$ cat src/sbu8x_pkg.sv
// ----------------------------------------------------------------------------
// sbu8x_pkg: shared types and tables of the single-byte to utf-8 recoder
// item structs, the job handed from front to back, code tables
// ----------------------------------------------------------------------------
package sbu8x_pkg;

  localparam int PREFIX_LEN = 5;
  localparam int DECL_LEN   = 38;
  localparam int IDX_W      = $clog2(DECL_LEN);
  localparam int JOBQ_DEPTH = 2;

  localparam logic [8*PREFIX_LEN-1:0] PREFIX_STR = "<?xml";
  localparam logic [8*DECL_LEN-1:0]   DECL_STR   =
    "<?xml version=\"1.0\" encoding=\"UTF-8\"?>";

  localparam logic [7:0] CHR_QUEST = 8'h3f;
  localparam logic [7:0] CHR_GT    = 8'h3e;

  typedef struct packed {
    logic [7:0] in_byte;
    logic       end_of_doc;
  } in_item_t;

  typedef struct packed {
    logic [7:0] out_byte;
    logic       last_of_run;
  } out_item_t;

  // work for one accepted item: prefix flush, then code point or declaration
  typedef struct packed {
    logic [2:0]  flush_cnt;
    logic        do_code;
    logic [1:0]  code_len;
    logic [15:0] cp;
    logic        do_decl;
  } job_t;

  typedef enum logic [2:0] {
    PH_PREFIX = 3'b001,
    PH_DECL   = 3'b010,
    PH_BODY   = 3'b100
  } phase_t;

  typedef enum logic [3:0] {
    SEG_START = 4'b0001,
    SEG_FLUSH = 4'b0010,
    SEG_CODE  = 4'b0100,
    SEG_DECL  = 4'b1000
  } seg_t;

  function automatic logic [7:0] prefix_char(input logic [2:0] idx);
    logic [7:0] c;
    c = 8'h00;
    if (int'(idx) < PREFIX_LEN) begin
      c = PREFIX_STR[(PREFIX_LEN - 1 - int'(idx)) * 8 +: 8];
    end
    return c;
  endfunction

  function automatic logic [7:0] decl_char(input logic [IDX_W-1:0] idx);
    logic [7:0] c;
    c = 8'h00;
    if (int'(idx) < DECL_LEN) begin
      c = DECL_STR[(DECL_LEN - 1 - int'(idx)) * 8 +: 8];
    end
    return c;
  endfunction

  // windows-1252 code points of bytes 0x80..0x9f
  function automatic logic [15:0] cp1252_map(input logic [4:0] idx);
    logic [15:0] cp;
    unique case (idx)
      5'd0:  cp = 16'h20ac;
      5'd1:  cp = 16'h0081;
      5'd2:  cp = 16'h201a;
      5'd3:  cp = 16'h0192;
      5'd4:  cp = 16'h201e;
      5'd5:  cp = 16'h2026;
      5'd6:  cp = 16'h2020;
      5'd7:  cp = 16'h2021;
      5'd8:  cp = 16'h02c6;
      5'd9:  cp = 16'h2030;
      5'd10: cp = 16'h0160;
      5'd11: cp = 16'h2039;
      5'd12: cp = 16'h0152;
      5'd13: cp = 16'h008d;
      5'd14: cp = 16'h017d;
      5'd15: cp = 16'h008f;
      5'd16: cp = 16'h0090;
      5'd17: cp = 16'h2018;
      5'd18: cp = 16'h2019;
      5'd19: cp = 16'h201c;
      5'd20: cp = 16'h201d;
      5'd21: cp = 16'h2022;
      5'd22: cp = 16'h2013;
      5'd23: cp = 16'h2014;
      5'd24: cp = 16'h02dc;
      5'd25: cp = 16'h2122;
      5'd26: cp = 16'h0161;
      5'd27: cp = 16'h203a;
      5'd28: cp = 16'h0153;
      5'd29: cp = 16'h009d;
      5'd30: cp = 16'h017e;
      5'd31: cp = 16'h0178;
      default: cp = 16'h0000;
    endcase
    return cp;
  endfunction

endpackage

$ cat src/sbu8x_front.sv
// ----------------------------------------------------------------------------
// sbu8x_front: input classifier
// tracks the xml prefix and declaration, maps the byte to a code point
// and hands one job per item that has output
// ----------------------------------------------------------------------------
module sbu8x_front import sbu8x_pkg::*; (
  input  logic     clk,
  input  logic     rst_n,
  input  logic     cfg_we,
  input  logic     cfg_wdata,
  input  logic     accept,
  input  in_item_t item,
  output logic     job_push,
  output job_t     job
);

  logic       enc_r;
  phase_t     phase_r, phase_nxt;
  logic [2:0] matched_r, matched_nxt;
  logic       saw_q_r, saw_q_nxt;
  logic [15:0] cp;
  logic        is_high;

  // code point and its utf-8 length
  always_comb begin
    is_high = (item.in_byte[7:5] == 3'b100);
    if (enc_r && is_high) begin
      cp = cp1252_map(item.in_byte[4:0]);
    end else begin
      cp = {8'h00, item.in_byte};
    end
  end

  always_comb begin
    phase_nxt   = phase_r;
    matched_nxt = matched_r;
    saw_q_nxt   = saw_q_r;
    job         = '0;
    job.cp      = cp;
    if (cp < 16'h0080) begin
      job.code_len = 2'd1;
    end else if (cp < 16'h0800) begin
      job.code_len = 2'd2;
    end else begin
      job.code_len = 2'd3;
    end

    unique case (phase_r)
      PH_PREFIX: begin
        if ((int'(matched_r) < PREFIX_LEN) &&
            (item.in_byte == prefix_char(matched_r))) begin
          matched_nxt = matched_r + 3'd1;
          if (int'(matched_nxt) >= PREFIX_LEN) begin
            phase_nxt = PH_DECL;
            saw_q_nxt = 1'b0;
          end
        end else begin
          // broken prefix: flush what matched, then the byte itself
          job.flush_cnt = matched_r;
          job.do_code   = 1'b1;
          phase_nxt     = PH_BODY;
        end
      end
      PH_DECL: begin
        if (saw_q_r && (item.in_byte == CHR_GT)) begin
          job.do_decl = 1'b1;
          phase_nxt   = PH_BODY;
          saw_q_nxt   = 1'b0;
        end else begin
          saw_q_nxt = (item.in_byte == CHR_QUEST);
        end
      end
      default: begin
        job.do_code = 1'b1;
      end
    endcase

    if (item.end_of_doc) begin
      // partial prefix at end of document goes out unchanged
      if (phase_nxt == PH_PREFIX) begin
        job.flush_cnt = matched_nxt;
      end
      phase_nxt   = PH_PREFIX;
      matched_nxt = 3'd0;
      saw_q_nxt   = 1'b0;
    end
  end

  assign job_push = accept && ((job.flush_cnt != 3'd0) || job.do_code || job.do_decl);

  always_ff @(posedge clk) begin
    if (!rst_n) begin
      enc_r     <= 1'b0;
      phase_r   <= PH_PREFIX;
      matched_r <= 3'd0;
      saw_q_r   <= 1'b0;
    end else begin
      if (cfg_we) begin
        enc_r <= cfg_wdata;
      end
      if (accept) begin
        phase_r   <= phase_nxt;
        matched_r <= matched_nxt;
        saw_q_r   <= saw_q_nxt;
      end
    end
  end

  a_prefix_range: assert property (@(posedge clk) disable iff (!rst_n)
    (phase_r == PH_PREFIX) |-> (int'(matched_r) < PREFIX_LEN))
    else $error("prefix match count out of range");

  a_no_match_outside_prefix: assert property (@(posedge clk) disable iff (!rst_n)
    (phase_r == PH_BODY) |-> !saw_q_r)
    else $error("question mark flag set in body");

endmodule

$ cat src/sbu8x_jobq.sv
// ----------------------------------------------------------------------------
// sbu8x_jobq: short job queue between front and back
// ----------------------------------------------------------------------------
module sbu8x_jobq import sbu8x_pkg::*; #(
  parameter int DEPTH = JOBQ_DEPTH
) (
  input  logic clk,
  input  logic rst_n,
  input  logic push,
  input  job_t wr_job,
  input  logic pop,
  output job_t head,
  output logic full,
  output logic empty
);

  localparam int PW = (DEPTH > 1) ? $clog2(DEPTH) : 1;
  localparam int CW = $clog2(DEPTH + 1);
  localparam logic [PW-1:0] LAST_PTR = PW'(DEPTH - 1);
  localparam logic [CW-1:0] FULL_CNT = CW'(DEPTH);

  job_t          slot_r [DEPTH];
  logic [PW-1:0] wr_ptr_r, rd_ptr_r;
  logic [CW-1:0] cnt_r;

  assign full  = (cnt_r == FULL_CNT);
  assign empty = (cnt_r == '0);
  assign head  = slot_r[rd_ptr_r];

  always_ff @(posedge clk) begin
    if (push) begin
      slot_r[wr_ptr_r] <= wr_job;
    end
  end

  always_ff @(posedge clk) begin
    if (!rst_n) begin
      wr_ptr_r <= '0;
      rd_ptr_r <= '0;
      cnt_r    <= '0;
    end else begin
      if (push) begin
        wr_ptr_r <= (wr_ptr_r == LAST_PTR) ? '0 : wr_ptr_r + PW'(1);
      end
      if (pop) begin
        rd_ptr_r <= (rd_ptr_r == LAST_PTR) ? '0 : rd_ptr_r + PW'(1);
      end
      if (push && !pop) begin
        cnt_r <= cnt_r + CW'(1);
      end else if (pop && !push) begin
        cnt_r <= cnt_r - CW'(1);
      end
    end
  end

  a_no_overflow: assert property (@(posedge clk) disable iff (!rst_n)
    !(push && full))
    else $error("job queue overflow");

  a_no_underflow: assert property (@(posedge clk) disable iff (!rst_n)
    !(pop && empty))
    else $error("job queue underflow");

endmodule

$ cat src/sbu8x_back.sv
// ----------------------------------------------------------------------------
// sbu8x_back: output sequencer
// walks the head job one byte per cycle into a free or popped output register
// ----------------------------------------------------------------------------
module sbu8x_back import sbu8x_pkg::*; (
  input  logic      clk,
  input  logic      rst_n,
  input  job_t      head,
  input  logic      q_empty,
  output logic      q_pop,
  input  logic      out_pop,
  output logic      out_empty,
  output out_item_t out_data
);

  seg_t             seg_r, seg_cur, seg_nxt;
  logic [IDX_W-1:0] idx_r, idx_nxt;
  logic             out_valid_r;
  out_item_t        out_item_r;
  logic             adv;
  logic             job_last;
  logic [7:0]       byte_cur;

  assign adv = !q_empty && (!out_valid_r || out_pop);

  always_comb begin
    if (seg_r == SEG_START) begin
      if (head.flush_cnt != 3'd0) begin
        seg_cur = SEG_FLUSH;
      end else if (head.do_decl) begin
        seg_cur = SEG_DECL;
      end else begin
        seg_cur = SEG_CODE;
      end
    end else begin
      seg_cur = seg_r;
    end
  end

  always_comb begin
    byte_cur = 8'h00;
    job_last = 1'b0;
    seg_nxt  = seg_cur;
    idx_nxt  = idx_r + IDX_W'(1);
    unique case (seg_cur)
      SEG_FLUSH: begin
        byte_cur = prefix_char(idx_r[2:0]);
        if (idx_r[2:0] == head.flush_cnt - 3'd1) begin
          if (head.do_code) begin
            seg_nxt = SEG_CODE;
            idx_nxt = '0;
          end else begin
            job_last = 1'b1;
          end
        end
      end
      SEG_CODE: begin
        unique case (head.code_len)
          2'd1: byte_cur = head.cp[7:0];
          2'd2: begin
            if (idx_r[1:0] == 2'd0) begin
              byte_cur = {3'b110, head.cp[10:6]};
            end else begin
              byte_cur = {2'b10, head.cp[5:0]};
            end
          end
          default: begin
            if (idx_r[1:0] == 2'd0) begin
              byte_cur = {4'b1110, head.cp[15:12]};
            end else if (idx_r[1:0] == 2'd1) begin
              byte_cur = {2'b10, head.cp[11:6]};
            end else begin
              byte_cur = {2'b10, head.cp[5:0]};
            end
          end
        endcase
        job_last = (idx_r[1:0] == head.code_len - 2'd1);
      end
      default: begin
        byte_cur = decl_char(idx_r);
        job_last = (idx_r == IDX_W'(DECL_LEN - 1));
      end
    endcase
  end

  assign q_pop     = adv && job_last;
  assign out_empty = !out_valid_r;
  assign out_data  = out_item_r;

  always_ff @(posedge clk) begin
    if (adv) begin
      out_item_r.out_byte    <= byte_cur;
      out_item_r.last_of_run <= job_last;
    end
  end

  always_ff @(posedge clk) begin
    if (!rst_n) begin
      seg_r       <= SEG_START;
      idx_r       <= '0;
      out_valid_r <= 1'b0;
    end else begin
      if (adv) begin
        out_valid_r <= 1'b1;
        if (job_last) begin
          seg_r <= SEG_START;
          idx_r <= '0;
        end else begin
          seg_r <= seg_nxt;
          idx_r <= idx_nxt;
        end
      end else if (out_pop) begin
        out_valid_r <= 1'b0;
      end
    end
  end

  a_job_held: assert property (@(posedge clk) disable iff (!rst_n)
    (seg_r != SEG_START) |-> !q_empty)
    else $error("sequencer mid-job with no job queued");

  a_flush_bound: assert property (@(posedge clk) disable iff (!rst_n)
    (seg_r == SEG_FLUSH) |-> (idx_r[2:0] < head.flush_cnt))
    else $error("prefix flush index past count");

  a_decl_bound: assert property (@(posedge clk) disable iff (!rst_n)
    (seg_r == SEG_DECL) |-> (int'(idx_r) < DECL_LEN))
    else $error("declaration index past end");

endmodule

$ cat src/single_byte_to_utf8_xml_recoder_top.sv
// ----------------------------------------------------------------------------
// single_byte_to_utf8_xml_recoder_top: latin-1 / windows-1252 to utf-8 recoder
// swaps a leading xml declaration for a fixed utf-8 declaration
// ----------------------------------------------------------------------------
// an accepted item's job is queued, then its bytes pass through the output register
// throughput: one output byte per cycle while a job is queued and the output
//   register is free or popped; an item causes 0 to 3 bytes (up to 7 on a broken
//   prefix, 38 for the declaration); input is taken every cycle the queue has room
// reset: synchronous, active low; clears encoding, document state, queue and output
module single_byte_to_utf8_xml_recoder_top import sbu8x_pkg::*; #(
  parameter int JobqDepth = JOBQ_DEPTH
) (
  input  logic      clk,
  input  logic      rst_n,
  // input channel
  input  logic      in_push,
  output logic      in_full,
  input  in_item_t  in_data,
  // result channel
  output logic      out_empty,
  input  logic      out_pop,
  output out_item_t out_data,
  // configuration: from_encoding
  input  logic      cfg_we,
  input  logic      cfg_wdata
);

  logic accept;
  logic job_push;
  job_t job_in;
  job_t job_head;
  logic q_full;
  logic q_empty;
  logic q_pop;

  // items are taken while the job queue has a free slot
  assign in_full = q_full;
  assign accept  = in_push && !q_full;

  // front: prefix / declaration tracking and code point lookup
  sbu8x_front u_front (
    .clk       (clk),
    .rst_n     (rst_n),
    .cfg_we    (cfg_we),
    .cfg_wdata (cfg_wdata),
    .accept    (accept),
    .item      (in_data),
    .job_push  (job_push),
    .job       (job_in)
  );

  // jobs waiting for the output sequencer
  sbu8x_jobq #(
    .DEPTH (JobqDepth)
  ) u_jobq (
    .clk    (clk),
    .rst_n  (rst_n),
    .push   (job_push),
    .wr_job (job_in),
    .pop    (q_pop),
    .head   (job_head),
    .full   (q_full),
    .empty  (q_empty)
  );

  // back: one utf-8 byte per cycle into the output register while a job waits and the register is free or popped
  sbu8x_back u_back (
    .clk       (clk),
    .rst_n     (rst_n),
    .head      (job_head),
    .q_empty   (q_empty),
    .q_pop     (q_pop),
    .out_pop   (out_pop),
    .out_empty (out_empty),
    .out_data  (out_data)
  );

endmodule

$ cat config.mk
export PLATFORM = sky130hd
export DESIGN_NAME = single_byte_to_utf8_xml_recoder_top
export DESIGN_NICKNAME = d
export VERILOG_FILES = /design/src/sbu8x_pkg.sv /design/src/sbu8x_front.sv /design/src/sbu8x_jobq.sv /design/src/sbu8x_back.sv /design/src/single_byte_to_utf8_xml_recoder_top.sv
export SDC_FILE = /design/constraint.sdc
export NUM_CORES = 1
export LEC_CHECK = 0
export ABC_AREA = 0
export BUFFER_PORTS_ARGS = -buffer_cell sky130_fd_sc_hd__clkbuf_2
export CAP_MARGIN = 10
export CORE_MARGIN = 8
export CORE_UTILIZATION = 65
export CTS_CLUSTER_SIZE = 28
export DETAILED_ROUTE_END_ITERATION = 8
export PLACE_DENSITY = 0.89
export SLEW_MARGIN = 20
export SYNTH_ARGS = -nofsm -noshare
export SYNTH_HDL_FRONTEND = slang
export SYNTH_HIERARCHICAL = 1
export SYNTH_SLANG_ARGS = --single-unit
$ cat constraint.sdc
create_clock -name clk -period 10.29 [get_ports clk]
set_input_delay 0.5145 -clock clk [delete_from_list [all_inputs] [get_ports clk]]
set_output_delay 0.5145 -clock clk [all_outputs]
set_load 0.01 [all_outputs]
* Word level (Yosys, flattened, before mapping) *
Memory sizes are Yosys's and may differ from the RTL's. A register that Yosys moved wholly into a read port is not among the register bits.
Index checks and enable logic that the tools add are counted.

cells by class
  add/subtract/negate cells = 11
  order comparisons = 6
  equality and inequality tests = 19
  shift-type cells = 3
  mux-type cells = 56
  reductions and logical operators = 25

operator list
  cell                                                                            number
  304-bit by 32-bit variable part select with 8-bit output, first input constant  1
  40-bit by 32-bit variable part select with 8-bit output, first input constant   2
  8-bit two-way mux                                                               5
  4-bit two-way mux                                                               8
  8-bit case mux with 2 select lines                                              2
  3-bit two-way mux                                                               10
  6-bit two-way mux                                                               5
  1-bit two-way mux                                                               17
  8-bit by 6-bit equality test with 1-bit output, second input constant           2
  16-bit by 12-bit less-than comparator with 1-bit output, second input constant  1
  16-bit by 8-bit less-than comparator with 1-bit output, second input constant   1
  16-bit two-way mux                                                              1
  1-bit logical AND                                                               9
  3-bit nonzero test                                                              3
  8-bit equality test                                                             1
  3-bit by 3-bit subtractor with 4-bit output, first input constant               2
  7-bit two-way mux                                                               1
  6-bit by 6-bit subtractor with 7-bit output, first input constant               1
  6-bit by 1-bit adder with 6-bit output, second input constant                   1
  3-bit by 1-bit equality test with 1-bit output, second input constant           2
  6-bit equality test, second input constant                                      1
  3-bit less-than comparator, second input constant                               2
  6-bit less-than comparator, second input constant                               1
  2-bit two-way mux                                                               3
  23 further kinds                                                                38

storage, ports and cells
  bits in registers = 32
  RAM bits = 46
  bits in read-only memories = 352
  output and inout bits = 11
  logic and storage cells = 134
  memories = 2

memories
  name              depth  bits a word  read ports  clocked after Yosys merged registers in  wr ports  RTL line          RTL
  (name not given)  32     11           1           0                                        0         sbu8x_pkg.sv:72   unique case (idx)
  u_jobq.slot_r     2      23           1           1                                        1         sbu8x_jobq.sv:22  job_t slot_r [DEPTH];

* Longest topological paths before layout *
Gate-level depths: netlist of run 1.

  word-level depth = 19
  gate-level depth with buffers = 18
  mapped depth without buffers = 16

* Modules after synthesis *
The synthesis of run 1 kept the hierarchy.

by module, submodules not included
  module                               times used  cells each  area each (um2)  sequential area each (um2)
  sbu8x_back                           1           289         2208.4           490.5
  sbu8x_jobq                           1           93          1874.3           1481.4
  sbu8x_front                          1           242         1619.1           160.2
  single_byte_to_utf8_xml_recoder_top  1           1           13.8             0.0

* Worst setup path before layout of run 1 *
No wires, ideal clock.

  path kind = flip-flop to flip-flop
  from = reg u_front.matched_r[0]
  to = mem u_jobq/slot_r[0][0] (netlist name) (enable)
  setup time = 0.407 ns
  arrival time = 3.743 ns
  slack = 6.140 ns
  cell stages (with the launch flop) = 15
  path buffers = 1
  period minus slack after synthesis = 4.150 ns
  path through = dfxtp_1 -> buf_2 -> inv_1 -> ha_1 -> a21boi_0 -> a2bb2oi_1 -> mux2i_1 -> nand2_1 -> nand2_1 -> ha_1 -> inv_1 -> nor3_1 -> a21boi_0 -> o21a_1 -> nor2b_1

on the way
  cells in the longest elaborated chain, start to end = 17
  elaborated cells on any way between the ends = 26
  classes of those cells = 2 x add/sub; 2 x order compare; 2 x eq/ne; 1 x shift; 14 x mux; 5 x reduce/logical

RTL lines
  what                                                     RTL line                                   RTL
  from (decl)                                              sbu8x_front.sv:19                          logic [2:0] matched_r, matched_nxt;
  from (signal assigned)                                   sbu8x_front.sv:103                         matched_r <= matched_nxt;
  3-bit by 3-bit subtractor with 4-bit output              sbu8x_pkg.sv:55                            c = PREFIX_STR[(PREFIX_LEN - 1 - int'(idx)) * 8 +: 8];
  40-bit by 32-bit variable part select with 8-bit output  sbu8x_pkg.sv:55
  8-bit two-way mux                                        sbu8x_pkg.sv:54                            if (int'(idx) < PREFIX_LEN) begin
  8-bit two-way mux                                        sbu8x_front.sv:48                          unique case (phase_r)
  8-bit equality test                                      sbu8x_front.sv:51                          (item.in_byte == prefix_char(matched_r))) begin
  1-bit logical AND                                        sbu8x_front.sv:50                          if ((int'(matched_r) < PREFIX_LEN) &&
  3-bit two-way mux                                        sbu8x_front.sv:50
  3-bit case mux with 2 select lines                       sbu8x_front.sv:48
  3-bit by 1-bit equality test with 1-bit output           sbu8x_front.sv:80                          if (phase_nxt == PH_PREFIX) begin
  3-bit two-way mux                                        sbu8x_front.sv:80
  3-bit two-way mux                                        sbu8x_front.sv:78                          if (item.end_of_doc) begin
  3-bit nonzero test                                       sbu8x_front.sv:89                          assign job_push = accept && ((job.flush_cnt != 3'd0) || job.do_code || job.do_decl);
  1-bit logical OR * (2 in a row)                          sbu8x_front.sv:89
  1-bit logical AND *                                      sbu8x_front.sv:89
  via job_push                                             single_byte_to_utf8_xml_recoder_top.sv:29  logic job_push;
  1-bit two-way mux *                                      sbu8x_jobq.sv:31                           if (push) begin
  1-bit two-way mux (not written as such) *                sbu8x_jobq.sv:32                           slot_r[wr_ptr_r] <= wr_job;
  to (decl)                                                sbu8x_jobq.sv:22

The timed path passes the listed nets; every way through them passes the cells marked *. The select of a mux whose other input is x is not followed.

==> flow_metrics.env, run 1 <==
export IMPL_regArea_mm2=0.00213
export IMPL_cts_tree="done"
export IMPL_ys_ff_latch=79
export IMPL_portBuffers=25
export IMPL_layout_nets=649
export IMPL_synth_edf_count=55
export IMPL_cts_buffers=9
export IMPL_area_growth_pct=4.75
export IMPL_ant_nets=0
export IMPL_drt_total_wl_um=13200
export IMPL_crit_arrival_ns=4.51
export IMPL_hold_viol_final=0
export IMPL_yosys_warnings=6
export IMPL_die_area_mm2=0.0120
export IMPL_async_flop_share_pct=0
export IMPL_layout_setup_ws_ns=6.07
export IMPL_grt_pass1_vias=4511
export IMPL_cp_end_kind="flip-flop"
export IMPL_place_ws_ns=5.77
export IMPL_rsz0062_at_grt="no"
export IMPL_viasPerCell=6.72
export IMPL_drive_gt1_share_pct=15.2
export IMPL_synth_cells=625
export IMPL_grt_pass1_wl_um=21600
export IMPL_antenna_found_initial=0
export IMPL_fin_cells=728
export IMPL_num_fill_cells=698
export IMPL_grt_use_total_pct=22.5
export IMPL_dr_pass1_iters=5
export IMPL_post_cts_buffers=0
export IMPL_ctsResizeCount=0
export IMPL_clock_skew_ns=0.0151
export IMPL_cp_required_ns=10.58
export IMPL_final_common_cell="edfxtp_1"
export IMPL_first_iter_violations=530
export IMPL_maxCapViolations=0
export IMPL_num_vias=4893
export IMPL_crit_path_start_kind="flip-flop"
export IMPL_cts_buffer_depth=2
export IMPL_timing_final_crit_share_pct=41.0
export IMPL_fin_area_mm2=0.00599
export IMPL_die_w_um=110
export IMPL_initial_core_util_pct=66.2
export IMPL_netlist_cell_type_count=77
export IMPL_post_dp_hpwl_um=9150
export IMPL_outcome="completed"
export IMPL_rows=34
export IMPL_drc_errors=0
export IMPL_fin_crit_ns=4.22
export IMPL_syn_area_mm2=0.00572
export IMPL_routedWlPerCell_um=18.1
export IMPL_finalSetupViolations=0
export IMPL_yosysSeqAreaShare_pct=37.3
export IMPL_vdd_drop_max_mv=0.0939
export IMPL_slew_headroom_pct=33.4
export IMPL_final_cell_mix="edfxtp_1, nand2_1, a21oi_1"
export IMPL_root_buffer="clkbuf_8"
export IMPL_critPathMaxFanout=23
export IMPL_synth_flop_cell="edfxtp_1"
export IMPL_core_area_mm2=0.00864
export IMPL_multi_input_area_mm2=0.00329
export IMPL_placed_cell_area_mm2=0.00576
export IMPL_path_cells="mux2_2 > inv_1 > ha_1 > nor4b_2 > a31oi_2 > o21ai_1 > o21ai_0 > o21a_1 > inv_1 > ha_1 > or3_1 > a21boi_1"
export IMPL_cts_hold_buf=0
export IMPL_max_stage_delay_ns=0.99
export IMPL_antenna_cells=0
export IMPL_syn_avg_cell_area_um2=9.14
export IMPL_min_path_type="in -> reg"
export IMPL_pin_count=26
export IMPL_drv_slew=0
export IMPL_dp_cells=712
export IMPL_cp_slowest_cell="dfxtp_1"
export IMPL_gr_total_overflow=0
export IMPL_tns_ns=0
export IMPL_fmax_ghz=0.237
export IMPL_clock_latency_ns=0.36
export IMPL_cts_sinks=79
export IMPL_die_h_um=110
export IMPL_htree_levels=3
export IMPL_path_class="reg -> reg"
export IMPL_power_leakage_uw=0.00217
export IMPL_gp_congestion=0.950
export IMPL_grt_start_max_net_pins=39
export IMPL_clk_pin_slew_ns=0.10
export IMPL_worst_pin_slew_ns=0.997
export IMPL_p_per_area_mw_per_mm2=194
cell usage after synthesis, types with 9 or more instances:
master,count,area [um2]
edfxtp_1,55,1650
nand2_1,51,191
a21oi_1,42,210
nor2_1,34,128
clkbuf_1,33,124
o21ai_0,31,155
mux2_2,27,304
dfxtp_1,24,480
inv_1,21,78.8
nor3_1,20,100
ha_1,19,238
nor2b_1,17,106
nand3_1,15,75.1
a31oi_1,13,81.3
nand2b_1,13,81.3
o211ai_1,12,90.1
o21a_1,10,75.1
a211oi_1,9,67.6
mux2i_1,9,90.1
metal layers:
metal | vias to the layer above | global-route usage [%] | share of wire, %
li1 | 2305 | - | -
met3 | 29 | 3.93 | 6.7
met4 | 0 | 9.26 | 1.9
met5 | - | 0 | 0
met2 | 230 | 36.2 | 48
met1 | 2329 | 29.3 | 43
stage by stage:
step | power [uW] | utilization, % | hold slack [ns]
after floorplan | 796 | - | 0.466
after global placement | 883 | 66.7 | 0.481
final | 1160 | 69.3 | 0.422
after global routing | 1230 | 69.3 | 0.421
after CTS | 1150 | 69.2 | 0.413
after detailed placement | 903 | 66.7 | 0.498
power breakdown:
group / internal [uW] / switching [uW]
combinational: 180 / 296
sequential: 408 / 32.0
clock: 118 / 130
total: 706 / 458
flip-flops by register name, summed over array words and instances (netlist names), 2 cells and up, named ones only:
signal	cells
u_back/idx_r	6
u_front/matched_r	3
u_jobq/slot_r	46
u_back/out_data	9
u_back/seg_r	4
u_front/phase_r	3
u_jobq/cnt_r	2
layout make-up:
cell class | count | share of cell area [%]
clock buffer | 9 | 2.07
clock inverter | 7 | 1.44
multi-input combinational | 476 | 54.9
sequential | 79 | 35.6
inverter | 22 | 1.38
tap | 108 | 2.26
timing repair buffer | 27 | 2.34
worst max-delay path, delay by kind of cell (launching register included):
kind | cells | cell delay [ns]
AO/OA/AOI/OAI | 5 | 1.66
flip-flops | 1 | 0.99
AND/OR/NAND/NOR | 2 | 0.52
adder cells (fa/ha/maj) | 2 | 0.51
multiplexers | 1 | 0.34
buffers and inverters | 2 | 0.12
final timing paths:
| check | end | from | cells after the start | slack [ns] |
|---|---|---|---|---|
| max reg2reg | u_jobq/cnt_r[1]$_SDFFE_PN0P_ | flip-flop | 12 | 6.07 |
| min | u_front/enc_r$_SDFFE_PN0P_ | cfg_wdata | 3 | 0.42 |
| max | u_jobq/cnt_r[1]$_SDFFE_PN0P_ | flip-flop | 12 | 6.07 |
| min reg2reg | u_jobq/cnt_r[1]$_SDFFE_PN0P_ | u_jobq/cnt_r[1]$_SDFFE_PN0P_ | 2 | 0.51 |
logic make-up (layout without fill, tap and decap cells):
group	Yosys count	count (layout)	share of synthesized area [%]
xor+xnor	19	19	3.42
mux	36	36	6.90
simple gates	211	211	20.0
fa+ha+maj	19	19	4.16
other cells	1	5	0.0656
flops	79	79	37.3
buf+inv	74	65	5.82
compound gates	186	186	22.3
(Power assumes the default switching activity.)
==> inputs of run 2 (changes only) <==
--- a/config.mk
+++ b/config.mk
@@ -9,10 +9,10 @@
 export BUFFER_PORTS_ARGS = -buffer_cell sky130_fd_sc_hd__clkbuf_2
 export CAP_MARGIN = 10
 export CORE_MARGIN = 8
-export CORE_UTILIZATION = 65
+export CORE_UTILIZATION = 63
 export CTS_CLUSTER_SIZE = 28
 export DETAILED_ROUTE_END_ITERATION = 8
-export PLACE_DENSITY = 0.89
+export PLACE_DENSITY = 0.86
 export SLEW_MARGIN = 20
 export SYNTH_ARGS = -nofsm -noshare
 export SYNTH_HDL_FRONTEND = slang
==> constraint.sdc (replaced) <==
create_clock -name clk -period 4.21 [get_ports clk]
set_input_delay 0.2105 -clock clk [delete_from_list [all_inputs] [get_ports clk]]
set_output_delay 0.2105 -clock clk [all_outputs]
set_load 0.01 [all_outputs]
==> flow_metrics.env, run 2 (synthesis gave the netlist of run 1 again) <==
export IMPL_drc_errors=0
export IMPL_cts_buffer_depth=2
export IMPL_gp_congestion=0.944
export IMPL_timing_final_crit_share_pct=91.2
export IMPL_ctsResizeCount=0
export IMPL_crit_arrival_ns=4.13
export IMPL_vdd_drop_max_mv=0.312
export IMPL_core_area_mm2=0.00876
export IMPL_rows=34
export IMPL_gr_total_overflow=0
export IMPL_cts_hold_buf=0
export IMPL_num_vias=4844
export IMPL_grt_pass1_vias=4467
export IMPL_drv_slew=0
export IMPL_cts_tree="done"
export IMPL_cts_buffers=9
export IMPL_cp_required_ns=4.50
export IMPL_grt_use_total_pct=20.2
export IMPL_ant_nets=0
export IMPL_area_growth_pct=5.23
export IMPL_drive_gt1_share_pct=16.4
export IMPL_routedWlPerCell_um=17.4
export IMPL_dr_pass1_iters=5
export IMPL_place_ws_ns=0.272
export IMPL_path_class="reg -> reg"
export IMPL_die_area_mm2=0.0124
export IMPL_die_h_um=111
export IMPL_clock_latency_ns=0.35
export IMPL_antenna_cells=0
export IMPL_first_iter_violations=433
export IMPL_regArea_mm2=0.00213
export IMPL_post_cts_buffers=0
export IMPL_crit_path_start_kind="flip-flop"
export IMPL_pin_count=26
export IMPL_worst_pin_slew_ns=0.828
export IMPL_viasPerCell=6.57
export IMPL_post_dp_hpwl_um=9100
export IMPL_final_common_cell="edfxtp_1"
export IMPL_rsz0062_at_grt="no"
export IMPL_slew_headroom_pct=44.8
export IMPL_regMostFlops="u_jobq/slot_r"
export IMPL_r2r_cells=15
export IMPL_cp_end_kind="flip-flop"
export IMPL_switching_share_pct=39.2
export IMPL_grt_pass1_wl_um=21500
export IMPL_root_buffer="clkbuf_8"
export IMPL_tns_ns=0
export IMPL_drt_total_wl_um=12800
export IMPL_die_w_um=111
export IMPL_fin_crit_ns=3.84
export IMPL_initial_core_util_pct=65.2
export IMPL_hold_depth=3
export IMPL_p_per_area_mw_per_mm2=456
export IMPL_p_int_uw=1670
export IMPL_largest_reg_flops=46
export IMPL_clock_skew_ns=0.0109
export IMPL_finalSetupViolations=0
export IMPL_p_seq_share_pct=38.5
export IMPL_layout_nets=658
export IMPL_clk_pin_slew_ns=0.09
export IMPL_cts_sinks=79
export IMPL_power_leakage_uw=0.00219
export IMPL_final_cell_mix="edfxtp_1, nand2_1, a21oi_1"
export IMPL_htree_levels=3
export IMPL_critPathMaxFanout=12
export IMPL_multi_input_area_mm2=0.00328
export IMPL_crit_start="u_front/matched_r[0]$_SDFFE_PN0P_"
export IMPL_min_path_type="in -> reg"
export IMPL_maxCapViolations=0
export IMPL_p_switching_uw=1070
export IMPL_fmax_ghz=0.260
export IMPL_comb_power_share_pct=42.6
export IMPL_clock_power_share_pct=18.9
export IMPL_hp_start="cfg_wdata"
export IMPL_r2r_start="u_front/matched_r[0]$_SDFFE_PN0P_"
export IMPL_layout_setup_ws_ns=0.371
export IMPL_num_fill_cells=693
export IMPL_grt_start_max_net_pins=38
export IMPL_portBuffers=25
export IMPL_antenna_found_initial=0
export IMPL_outcome="completed"
export IMPL_hold_viol_final=0
## run 2: cell type report
| type | instances | area share (%) |
|---|---|---|
| repair buffers | 36 | 3.45 |
| flip-flops and latches | 79 | 35.5 |
| multi-input cells | 476 | 54.5 |
| well taps | 108 | 2.25 |
| clock buffers | 9 | 2.06 |
| clock inverters | 7 | 0.895 |
| inverters | 22 | 1.37 |
## run 2: worst paths after layout
kind	end	slack [ns]
hold / removal	u_front/enc_r$_SDFFE_PN0P_	0.12
hold reg to reg	u_jobq/cnt_r[1]$_SDFFE_PN0P_	0.52
setup reg to reg	u_jobq/cnt_r[1]$_SDFFE_PN0P_	0.37
setup / recovery	u_jobq/cnt_r[1]$_SDFFE_PN0P_	0.37
## run 2: worst max-delay path, stage by stage, from the launching register on
cell and delay [ns]:
dfxtp_2 0.44, inv_1 0.07, ha_1 0.45, a21boi_0 0.23
a2bb2oi_1 0.32, mux2i_2 0.40, nand2_1 0.16, nand2_1 0.14
ha_1 0.24, inv_1 0.09, nor3_1 0.06, a21boi_0 0.18
o21a_1 0.20, ha_1 0.27, or3_1 0.35, a21boi_1 0.15
## run 2: per-layer routing
metal / GRT usage, % / part of all wire (%)
met5: 0 / 0
met4: 5.24 / 1.4
met3: 3.68 / 7.5
met2: 33.0 / 49
met1: 26.6 / 43
## run 2: power by group through the flow
stage / clock network, uW / logic, uW / registers [uW]
after floorplan: 0 / 866 / 1080
after global placement: 0 / 1110 / 1070
after detailed placement: 0 / 1150 / 1070
after CTS: 531 / 1150 / 1060
after global routing: 561 / 1280 / 1070
final: 518 / 1170 / 1060
## run 2: metrics by stage
stage | utilization (%) | area [um2] | hold slack [ns] | std cells | total power (uW)
after global placement | 66.5 | 5830 | 0.466 | 721 | 2180
after detailed placement | 66.5 | 5830 | 0.485 | 721 | 2220
after floorplan | - | 5730 | 0.328 | 629 | 1950
final | 68.6 | 6010 | 0.123 | 737 | 2740
after CTS | 68.6 | 6010 | 0.110 | 737 | 2740
after global routing | 68.6 | 6010 | 0.131 | 737 | 2910
